--- src/line_edit_receive_buffer_defines.svh ---
// ----------------------------------------------------------------------------
// line_edit_receive_buffer_defines.svh
// Assertion macros shared by the line edit receive buffer RTL.
// ----------------------------------------------------------------------------
`ifndef LINE_EDIT_RECEIVE_BUFFER_DEFINES_SVH
`define LINE_EDIT_RECEIVE_BUFFER_DEFINES_SVH

`ifndef NO_ASSERTIONS
// checked property, disabled while reset is high
`define LERB_ASSERT(lbl, clk, rst, prop, msg) \
   lbl: assert property (@(posedge clk) disable iff (rst) (prop)) else $error(msg);
// checked property, also during reset
`define LERB_ASSERT_ALWAYS(lbl, clk, prop, msg) \
   lbl: assert property (@(posedge clk) (prop)) else $error(msg);
`else
`define LERB_ASSERT(lbl, clk, rst, prop, msg)
`define LERB_ASSERT_ALWAYS(lbl, clk, prop, msg)
`endif

`endif

--- src/lerb_pkg.sv ---
// ----------------------------------------------------------------------------
// lerb_pkg
// Types and constants of the line edit receive buffer.
// ----------------------------------------------------------------------------
`default_nettype none

package lerb_pkg;

   // ring size in bytes (4 .. 4096)
   localparam int DEPTH = 256;
   localparam int PTR_W = $clog2(DEPTH);
   localparam int CNT_W = $clog2(DEPTH + 1);

   localparam logic [7:0] CH_BS = 8'h08;
   localparam logic [7:0] CH_LF = 8'h0A;
   localparam logic [7:0] CH_CR = 8'h0D;
   localparam logic [7:0] CH_SP = 8'h20;

   typedef enum logic {
      CMD_RX   = 1'b0,
      CMD_READ = 1'b1
   } command_type;

   typedef enum logic [1:0] {
      KIND_ECHO   = 2'd0,
      KIND_READ   = 2'd1,
      KIND_NOLINE = 2'd2
   } kind_type;

   typedef struct packed {
      command_type command;
      logic [7:0]  rx_byte;
   } req_type;

   typedef struct packed {
      kind_type   kind;
      logic [7:0] data;
      logic       line_end;
      logic       last;
   } rsp_type;

   typedef enum logic [1:0] {
      S_IDLE,
      S_RDWAIT,
      S_EMIT
   } state_type;

   // which response sequence the current request produces
   typedef enum logic [2:0] {
      SEQ_ECHO,
      SEQ_CR,
      SEQ_BS,
      SEQ_READ,
      SEQ_NOLINE
   } seq_type;

endpackage

`default_nettype wire

--- src/line_edit_receive_buffer.sv ---
// ----------------------------------------------------------------------------
// line_edit_receive_buffer
// Terminal line-editing receive ring buffer with echo.
// ----------------------------------------------------------------------------
// A received byte is stored in a DEPTH-entry ring and echoed; CR is stored,
// counted as a complete line and echoed as CR LF; BS removes the last byte of
// the unfinished line and echoes BS SP BS (nothing if that line is empty).
// A byte arriving with the ring full is dropped silently. A read request
// returns the next stored byte (line_end set on the CR) once a complete line
// is buffered, otherwise one "no line" response. Each response carries last
// on the final one of its request. One request is handled at a time: the
// request side stalls until the final response of a request is issued,
// and a read first waits in a state for the single-port ring memory read.
// A request that produces nothing is accepted without leaving idle. No
// clearing pass is needed after reset: the ring is only read where it has
// been written.
// ----------------------------------------------------------------------------
`default_nettype none

`include "line_edit_receive_buffer_defines.svh"

module line_edit_receive_buffer
   import lerb_pkg::*;
(
   input  wire logic    clock,
   input  wire logic    reset,
   // request channel
   input  wire logic    req_valid,
   output logic         req_stall,
   input  wire req_type req_data,
   // response channel
   output logic         rsp_valid,
   input  wire logic    rsp_stall,
   output rsp_type      rsp_data
);

   // ring storage, synchronous read
   logic [7:0] store_mem [DEPTH];
   logic [7:0] mem_q_ff;
   logic       mem_we;
   logic       mem_re;

   // control state
   state_type        state_ff, state_in;
   seq_type          seq_ff, seq_in;
   logic [1:0]       step_ff, step_in;
   logic [7:0]       byte_ff, byte_in;
   logic [PTR_W-1:0] wr_ptr_ff, wr_ptr_in;
   logic [PTR_W-1:0] rd_ptr_ff, rd_ptr_in;
   logic [CNT_W-1:0] fill_ff, fill_in;
   logic [CNT_W-1:0] lines_ff, lines_in;
   logic [CNT_W-1:0] open_ff, open_in;

   // response register
   logic    rsp_valid_ff, rsp_valid_in;
   rsp_type rsp_ff, rsp_in;

   logic    slot_free;
   rsp_type res;

   assign slot_free = !rsp_valid_ff || !rsp_stall;
   assign rsp_valid = rsp_valid_ff;
   assign rsp_data  = rsp_ff;

   // --- ring memory ---------------------------------------------------------
   always_ff @(posedge clock) begin
      if (mem_we) begin
         store_mem[wr_ptr_ff] <= byte_in;
      end
      if (mem_re) begin
         mem_q_ff <= store_mem[rd_ptr_ff];
      end
   end

   // --- response selected by sequence and step ------------------------------
   always_comb begin
      res          = '0;
      res.kind     = KIND_ECHO;
      unique case (seq_ff)
         SEQ_ECHO: begin
            res.data = byte_ff;
            res.last = 1'b1;
         end
         SEQ_CR: begin
            // CR then LF
            res.data = (step_ff == 2'd0) ? CH_CR : CH_LF;
            res.last = (step_ff == 2'd1);
         end
         SEQ_BS: begin
            // BS SP BS rubs out the character on the terminal
            res.data = (step_ff == 2'd1) ? CH_SP : CH_BS;
            res.last = (step_ff == 2'd2);
         end
         SEQ_READ: begin
            res.kind     = KIND_READ;
            res.data     = mem_q_ff;
            res.line_end = (mem_q_ff == CH_CR);
            res.last     = 1'b1;
         end
         SEQ_NOLINE: begin
            res.kind = KIND_NOLINE;
            res.last = 1'b1;
         end
         default: begin
            res.kind = KIND_NOLINE;
            res.last = 1'b1;
         end
      endcase
   end

   // --- next state ----------------------------------------------------------
   always_comb begin
      state_in     = state_ff;
      seq_in       = seq_ff;
      step_in      = step_ff;
      byte_in      = byte_ff;
      wr_ptr_in    = wr_ptr_ff;
      rd_ptr_in    = rd_ptr_ff;
      fill_in      = fill_ff;
      lines_in     = lines_ff;
      open_in      = open_ff;
      rsp_valid_in = rsp_valid_ff && rsp_stall;
      rsp_in       = rsp_ff;
      mem_we       = 1'b0;
      mem_re       = 1'b0;
      req_stall    = (state_ff != S_IDLE);

      unique case (state_ff)
         S_IDLE: begin
            if (req_valid) begin
               byte_in = req_data.rx_byte;
               step_in = 2'd0;
               if (req_data.command == CMD_READ) begin
                  if (lines_ff == '0) begin
                     seq_in   = SEQ_NOLINE;
                     state_in = S_EMIT;
                  end else begin
                     // memory samples the old read pointer at this edge
                     mem_re    = 1'b1;
                     rd_ptr_in = (rd_ptr_ff == PTR_W'(DEPTH - 1)) ? '0 : rd_ptr_ff + 1'b1;
                     fill_in   = fill_ff - 1'b1;
                     seq_in    = SEQ_READ;
                     state_in  = S_RDWAIT;
                  end
               end else if (req_data.rx_byte == CH_BS) begin
                  // empty open line: nothing to rub out
                  if (open_ff != '0) begin
                     wr_ptr_in = (wr_ptr_ff == '0) ? PTR_W'(DEPTH - 1) : wr_ptr_ff - 1'b1;
                     fill_in   = fill_ff - 1'b1;
                     open_in   = open_ff - 1'b1;
                     seq_in    = SEQ_BS;
                     state_in  = S_EMIT;
                  end
               end else if (fill_ff != CNT_W'(DEPTH)) begin
                  mem_we    = 1'b1;
                  wr_ptr_in = (wr_ptr_ff == PTR_W'(DEPTH - 1)) ? '0 : wr_ptr_ff + 1'b1;
                  fill_in   = fill_ff + 1'b1;
                  state_in  = S_EMIT;
                  if (req_data.rx_byte == CH_CR) begin
                     lines_in = lines_ff + 1'b1;
                     open_in  = '0;
                     seq_in   = SEQ_CR;
                  end else begin
                     open_in = open_ff + 1'b1;
                     seq_in  = SEQ_ECHO;
                  end
               end
            end
         end
         S_RDWAIT: begin
            // read data now valid; a CR closes one complete line
            if (mem_q_ff == CH_CR) begin
               lines_in = lines_ff - 1'b1;
            end
            state_in = S_EMIT;
         end
         S_EMIT: begin
            if (slot_free) begin
               rsp_valid_in = 1'b1;
               rsp_in       = res;
               if (res.last) begin
                  state_in = S_IDLE;
               end else begin
                  step_in = step_ff + 1'b1;
               end
            end
         end
         default: begin
            state_in = S_IDLE;
         end
      endcase
   end

   // --- registers -----------------------------------------------------------
   always_ff @(posedge clock) begin
      if (reset) begin
         state_ff     <= S_IDLE;
         wr_ptr_ff    <= '0;
         rd_ptr_ff    <= '0;
         fill_ff      <= '0;
         lines_ff     <= '0;
         open_ff      <= '0;
         rsp_valid_ff <= 1'b0;
      end else begin
         state_ff     <= state_in;
         wr_ptr_ff    <= wr_ptr_in;
         rd_ptr_ff    <= rd_ptr_in;
         fill_ff      <= fill_in;
         lines_ff     <= lines_in;
         open_ff      <= open_in;
         rsp_valid_ff <= rsp_valid_in;
      end
   end

   always_ff @(posedge clock) begin
      seq_ff  <= seq_in;
      step_ff <= step_in;
      byte_ff <= byte_in;
      rsp_ff  <= rsp_in;
   end

   // --- assertions ----------------------------------------------------------
   // every buffered CR and every open-line byte sits in the ring; during the
   // read wait the fill has already dropped but the line count not yet
   `LERB_ASSERT(a_lines_fit, clock, reset, (state_ff == S_RDWAIT) || ((lines_ff + open_ff) <= fill_ff), "lines over fill")
   `LERB_ASSERT(a_fill_max, clock, reset, fill_ff <= CNT_W'(DEPTH), "fill beyond ring size")
   // the memory read wait is always followed directly by the emit state
   `LERB_ASSERT(a_rdwait, clock, reset, (state_ff == S_RDWAIT) |=> (state_ff == S_EMIT), "read wait stuck")
   // the final response of a request frees the request side
   `LERB_ASSERT(a_last_idle, clock, reset, (state_ff == S_EMIT && slot_free && res.last) |=> (state_ff == S_IDLE && !req_stall), "no return to idle after last response")
   `LERB_ASSERT_ALWAYS(a_reset_empty, clock, $past(reset) |-> (fill_ff == '0 && !rsp_valid_ff), "not empty after reset")

endmodule

`default_nettype wire
--- config.mk ---
export PLATFORM = sky130hd
export DESIGN_NAME = line_edit_receive_buffer
export DESIGN_NICKNAME = d
export VERILOG_FILES = /design/src/lerb_pkg.sv /design/src/line_edit_receive_buffer.sv
export VERILOG_INCLUDE_DIRS = /design/src /design/src/src
export SDC_FILE = /design/constraint.sdc
export NUM_CORES = 2
export LEC_CHECK = 0
export BUFFER_PORTS_ARGS = -buffer_cell sky130_fd_sc_hd__buf_4
export CORE_ASPECT_RATIO = 0.8
export CORE_MARGIN = 4
export CORE_UTILIZATION = 35
export DETAILED_ROUTE_END_ITERATION = 8
export PLACE_DENSITY = 0.55
export SLEW_MARGIN = 20
export SYNTH_ARGS = -nofsm -noshare
export SYNTH_HDL_FRONTEND = slang
export SYNTH_SLANG_ARGS = --single-unit
--- constraint.sdc ---
create_clock -name clock -period 5.95 [get_ports clock]
set_input_delay 0.595 -clock clock [delete_from_list [all_inputs] [get_ports clock]]
set_output_delay 0.595 -clock clock [all_outputs]
set_load 0.1 [all_outputs]
==> summary.md <==
| Metric | Value |
|---|---|
| Area inside the core boundary | `0.238 mm^2` |
| Post-Synthesis Cell Area | `0.0840 mm^2` |
| Arrival time worst endpoint | `5.04 ns` |
| Global-route congestion overflow total | `0` |
| Syn_nets | `4318` |
| Global-route wire length before repair | `346 mm` |
| I/O pins | `27` |
| First-iteration detailed-routing DRC count | `6176` |
| Die Height | `446 um` |
| Post-synthesis share of cell area spent on and, or, nand and nor gates | `0.0372` |
| Initial antenna violation count | `13` |
| Post-layout worst setup margin | `1.42 ns` |
| Fraction of power spent switching nets | `0.211` |
| Relative slew slack | `0.0618` |
| Share of flip-flops with an asynchronous set or reset | `0` |
| Required time of the critical path | `6.46 ns` |
| LEAKAGE | `28.3 nW` |
| Post-synth EDFFs | `2073` |
| Share of the clock period used by the worst path after layout | `0.762` |
| Source of the worst register-to-register timing path | `rd_ptr_ff[0]$_SDFFE_PP0P_` |
| Setup tns final | `0 ns` |
| Total Nets Final | `4408` |
| Die ar. | `0.248 mm^2` |
| Share of final-layout standard cells stronger than drive strength 1 | `0.216` |
| CTS H-tree lvls | `4` |
| Status | `finished, final reports clean` |
| Number of cells produced by synthesis | `4289` |
| DRT Pass-1 Iters | `5` |
| DRC errors left | `0` |
| Ratio of total power to cell area | `330 mW/mm^2` |
| Switching Power | `6.62 mW` |
| Complex-gate fraction of the synthesized area | `0.0408` |
| Maximum clock skew at final layout | `0.0481 ns` |
| Top-area cell type share of the netlist area | `0.741` |
| Shortest period the worst path allows | `4.53 ns` |
| Area grow syn2layout | `13.1%` |
| Post-synthesis share of cell area spent on xor and xnor gates | `0.00240` |
| Slew at the pin closest to its max-slew limit | `1.40 ns` |
| Crit path top cell by count | `sky130_fd_sc_hd__buf_4` |
| Maximum number of pins on one net before global-route repair | `155` |
| Clock latency of the later-clocked register in the worst-skew pair | `0.85 ns` |
| Clock buffer count from CTS | `204` |
| Max Clk Rate | `0.221 GHz` |
| Peak supply drop | `220 uV` |
| Global placer's final weighted congestion | `0.861` |
| Initial core utilization | `0.352` |
| FF/Latch Area | `0.0633 mm^2` |
| Final Core Density | `0.399` |
| Depth of the worst hold-timing path | `3` |
| Mean instance size in the synthesized netlist | `19.6 um^2` |
| Global-route usage over all layers | `0.196` |
| Footprint of the multi-input gates | `0.0194 mm^2` |
| Largest area contributor in the synthesized netlist | `sky130_fd_sc_hd__edfxtp_1` |
| Clock root buffer | `sky130_fd_sc_hd__clkbuf_16` |
| Maximum fanout along the worst path | `43` |
| Post-synthesis register bit count | `2127` |
| Clock transition at path regs | `0.07 ns` |
| Synth warn | `0` |
| R2R Setup Slk | `1.42 ns` |
| Total power of the final layout | `31.3 mW` |
| Routed len/inst | `32.1 um` |
| Bufs on Longest Clock Path | `4` |
| Number of maximum-capacitance constraint violations | `0` |
| Crit Path Category | `flop to flop` |
| Fraction of synthesized area in multiplexers | `0.146` |
| Cts hold-fix bufs | `0` |
| Total via count in the routed design | `44164` |
| Final-report setup violation count | `0` |
| Final hold vios | `0` |
| Filler cells | `21184` |
| Slowest stage cell on the critical path | `sky130_fd_sc_hd__dfxtp_4` |
| Sequential cell area fraction in the yosys report | `0.754` |
| Worst hold endpoint | `rsp_valid$_SDFF_PP0_` |
| Part of the total power dissipated in sequential elements | `0.539` |
| Quantity of I/O buffers inserted on ports | `26` |
| Fraction of power consumed by the clock network | `0.426` |
| Series of cell instances along the critical path | `buf_12, buf_4, mux4_2, a22o_1, a221oi_1, a211oi_1, nor4_2, buf_4, a311oi_1` |
| Internal Dissipation | `24.7 mW` |
| Width of the die | `556 um` |
| Worst Hold Launch | `rsp_stall` |
| Most common flop cell mapped by yosys | `sky130_fd_sc_hd__edfxtp_1` |
| Routed WL | `247 mm` |
| Count of pins over their slew limit | `0` |
| Delay of the slowest cell on the worst path | `1.04 ns` |
| Cell Rows | `160` |
| Combinational share of power | `0.035` |
| Vias in the first global route | `43011` |
| Number of cells on the worst reg-to-reg path | `9` |
| CTS tree | `yes` |
| Sink Count | `2127` |
| Fraction of the mapped netlist area in adder cells | `0.00238` |
| Dpl hpwl | `150 mm` |
| Dominant combinational cell family by area after synthesis | `multiplexers` |
| Kind of launch point of the worst setup path | `flop` |
| Number of distinct library cells after synthesis | `84` |
| Number of buffers added for setup after CTS | `0` |
| Path category of the worst min-delay check | `primary input to flop` |
| Most area-consuming cells after synthesis | `sky130_fd_sc_hd__edfxtp_1, sky130_fd_sc_hd__mux4_2, sky130_fd_sc_hd__mux2i_1, sky130_fd_sc_hd__nor2_1, sky130_fd_sc_hd__dfxtp_1` |
| Cts repair resizes | `0` |
| Worst slack after detailed placement | `1.42 ns` |
| Via density per instance | `5.74` |
| RSZ-0062 raised after global routing | `false` |
| Capture instance of the worst register-to-register path | `mem_q_ff[2]$_DFFE_PP_` |
| Antenna-violating nets left | `0` |
| Crit end category | `flop` |
cell families (layout without fill, tap and decap cells):
kind of cell               Yosys count  count (layout)
adders and majority gates           16              16
and+or+nand+nor                    685             685
other                                0               3
xor gates and xnor gates            23              23
AOI/OAI and AO/OA                  491             491
muxes                              658             658
DFF                               2127            2127
buffers and inverters              289             532
through the flow:
| step | instance area (um^2) | cells | hold WS, ns |
|---|---|---|---|
| after detailed placement | 88300 | 7332 | 0.474 |
| after global routing | 95000 | 7692 | 0.0583 |
| after floorplan | 84000 | 4289 | 0.439 |
| after global placement | 88200 | 7331 | 0.467 |
| final | 95000 | 7694 | 0.0797 |
| after CTS | 95000 | 7691 | 0.0248 |
layer usage:
layer,vias to the layer above,share of wire,global-route usage
met3,352,0.11,0.0560
li1,17847,-,-
met4,2,0.026,0.0481
met2,2338,0.43,0.281
met1,23625,0.43,0.294
met5,-,0.000053,0
layout make-up:
type | instances | area share
Tap cell | 3159 | 0.0416
Multi-Input combinational cell | 1873 | 0.205
Timing Repair Buffer | 151 | 0.0152
Clock inverter | 112 | 0.0145
Clock buffer | 247 | 0.0561
Inverter | 22 | 0.000896
Sequential cell | 2127 | 0.667
Antenna cell | 3 | 0.0000790
critical path, delay by kind of cell (launching register included):
kind | cells | cell delay [ns]
AND/OR/NAND/NOR | 1 | 0.29
flip-flops | 1 | 1.04
AO/OA/AOI/OAI | 4 | 1.23
buffers and inverters | 3 | 0.99
multiplexers | 1 | 0.57
sequential cells by signal, indices dropped and copies added, names as in the netlist:
signal     flops
step_ff        2
state_ff       2
wr_ptr_ff      8
byte_ff        8
fill_ff        9
rsp_data      12
open_ff        9
store_mem   2048
rd_ptr_ff      8
mem_q_ff       8
lines_ff       9
rsp_valid      1
seq_ff         3
worst max path at each step:
| stage | start | end | depth (start not counted) |
|---|---|---|---|
| 4_1_cts | rd_ptr_ff[0]$_SDFFE_PP0P_ | mem_q_ff[2]$_DFFE_PP_ | 9 |
| 6_report | rd_ptr_ff[0]$_SDFFE_PP0P_ | mem_q_ff[2]$_DFFE_PP_ | 9 |
| 5_1_grt | rd_ptr_ff[0]$_SDFFE_PP0P_ | mem_q_ff[2]$_DFFE_PP_ | 9 |
| 3_5_place_dp | rd_ptr_ff[0]$_SDFFE_PP0P_ | mem_q_ff[2]$_DFFE_PP_ | 9 |
| 2_1_floorplan | state_ff[0]$_SDFFE_PP0P_ | store_mem[0][0]$_DFFE_PP_ | 6 |
| 3_3_place_gp | rd_ptr_ff[0]$_SDFFE_PP0P_ | mem_q_ff[2]$_DFFE_PP_ | 8 |
cell usage after synthesis, types with 16 or more instances:
cell type and n:
sky130_fd_sc_hd__buf_4 42, sky130_fd_sc_hd__o21ai_0 63, sky130_fd_sc_hd__buf_1 19, sky130_fd_sc_hd__a211oi_1 30, sky130_fd_sc_hd__mux2i_1 195, sky130_fd_sc_hd__nor2b_1 20
sky130_fd_sc_hd__and2_1 16, sky130_fd_sc_hd__nand2b_1 19, sky130_fd_sc_hd__xnor2_1 18, sky130_fd_sc_hd__a21oi_1 115, sky130_fd_sc_hd__nand2_1 132, sky130_fd_sc_hd__nand3_1 42
sky130_fd_sc_hd__nor3_1 24, sky130_fd_sc_hd__a31oi_1 17, sky130_fd_sc_hd__a221oi_1 55, sky130_fd_sc_hd__inv_1 20, sky130_fd_sc_hd__buf_2 62, sky130_fd_sc_hd__a22oi_1 59
sky130_fd_sc_hd__dfxtp_1 54, sky130_fd_sc_hd__edfxtp_1 2073, sky130_fd_sc_hd__mux4_2 453, sky130_fd_sc_hd__o22ai_1 32, sky130_fd_sc_hd__ha_1 16, sky130_fd_sc_hd__a22o_1 23
sky130_fd_sc_hd__nor2_1 333, sky130_fd_sc_hd__clkbuf_1 134
cells in the final DEF (no fill, tap or decap), types with 13 or more instances in the layout:
master	netlist	final
sky130_fd_sc_hd__nand3_1	42	38
sky130_fd_sc_hd__xnor2_1	18	18
sky130_fd_sc_hd__a21oi_1	115	114
sky130_fd_sc_hd__a22o_1	23	23
sky130_fd_sc_hd__nand2_1	132	113
sky130_fd_sc_hd__nand2b_1	19	19
sky130_fd_sc_hd__inv_1	20	19
sky130_fd_sc_hd__nor3_1	24	22
sky130_fd_sc_hd__buf_4	42	126
sky130_fd_sc_hd__nor2_1	333	329
sky130_fd_sc_hd__a211oi_1	30	29
sky130_fd_sc_hd__dfxtp_1	54	47
sky130_fd_sc_hd__bufinv_16	0	31
sky130_fd_sc_hd__edfxtp_1	2073	2073
sky130_fd_sc_hd__and3_1	15	15
sky130_fd_sc_hd__a221oi_1	55	55
sky130_fd_sc_hd__clkbuf_16	0	206
sky130_fd_sc_hd__o221ai_1	13	13
sky130_fd_sc_hd__o21ai_0	63	63
sky130_fd_sc_hd__clkinv_1	1	31
sky130_fd_sc_hd__mux4_2	453	453
sky130_fd_sc_hd__ha_1	16	16
sky130_fd_sc_hd__nand4_1	15	15
sky130_fd_sc_hd__mux2i_1	195	195
sky130_fd_sc_hd__clkinv_2	0	37
sky130_fd_sc_hd__and2_1	16	15
sky130_fd_sc_hd__a31oi_1	17	17
sky130_fd_sc_hd__clkbuf_1	134	39
sky130_fd_sc_hd__o22ai_1	32	32
sky130_fd_sc_hd__a22oi_1	59	59
sky130_fd_sc_hd__buf_12	0	25
power groups by stage:
stage | clock network [mW] | logic, mW | registers (mW)
finish | 13.3 | 1.10 | 16.9
global placement | 0 | 1.10 | 17.2
floorplan | 0 | 0.435 | 17.4
CTS | 13.5 | 1.11 | 16.9
detailed placement | 0 | 1.12 | 17.2
global route | 14.2 | 1.17 | 16.9
Note: power is estimated with default switching activity, not from simulation.
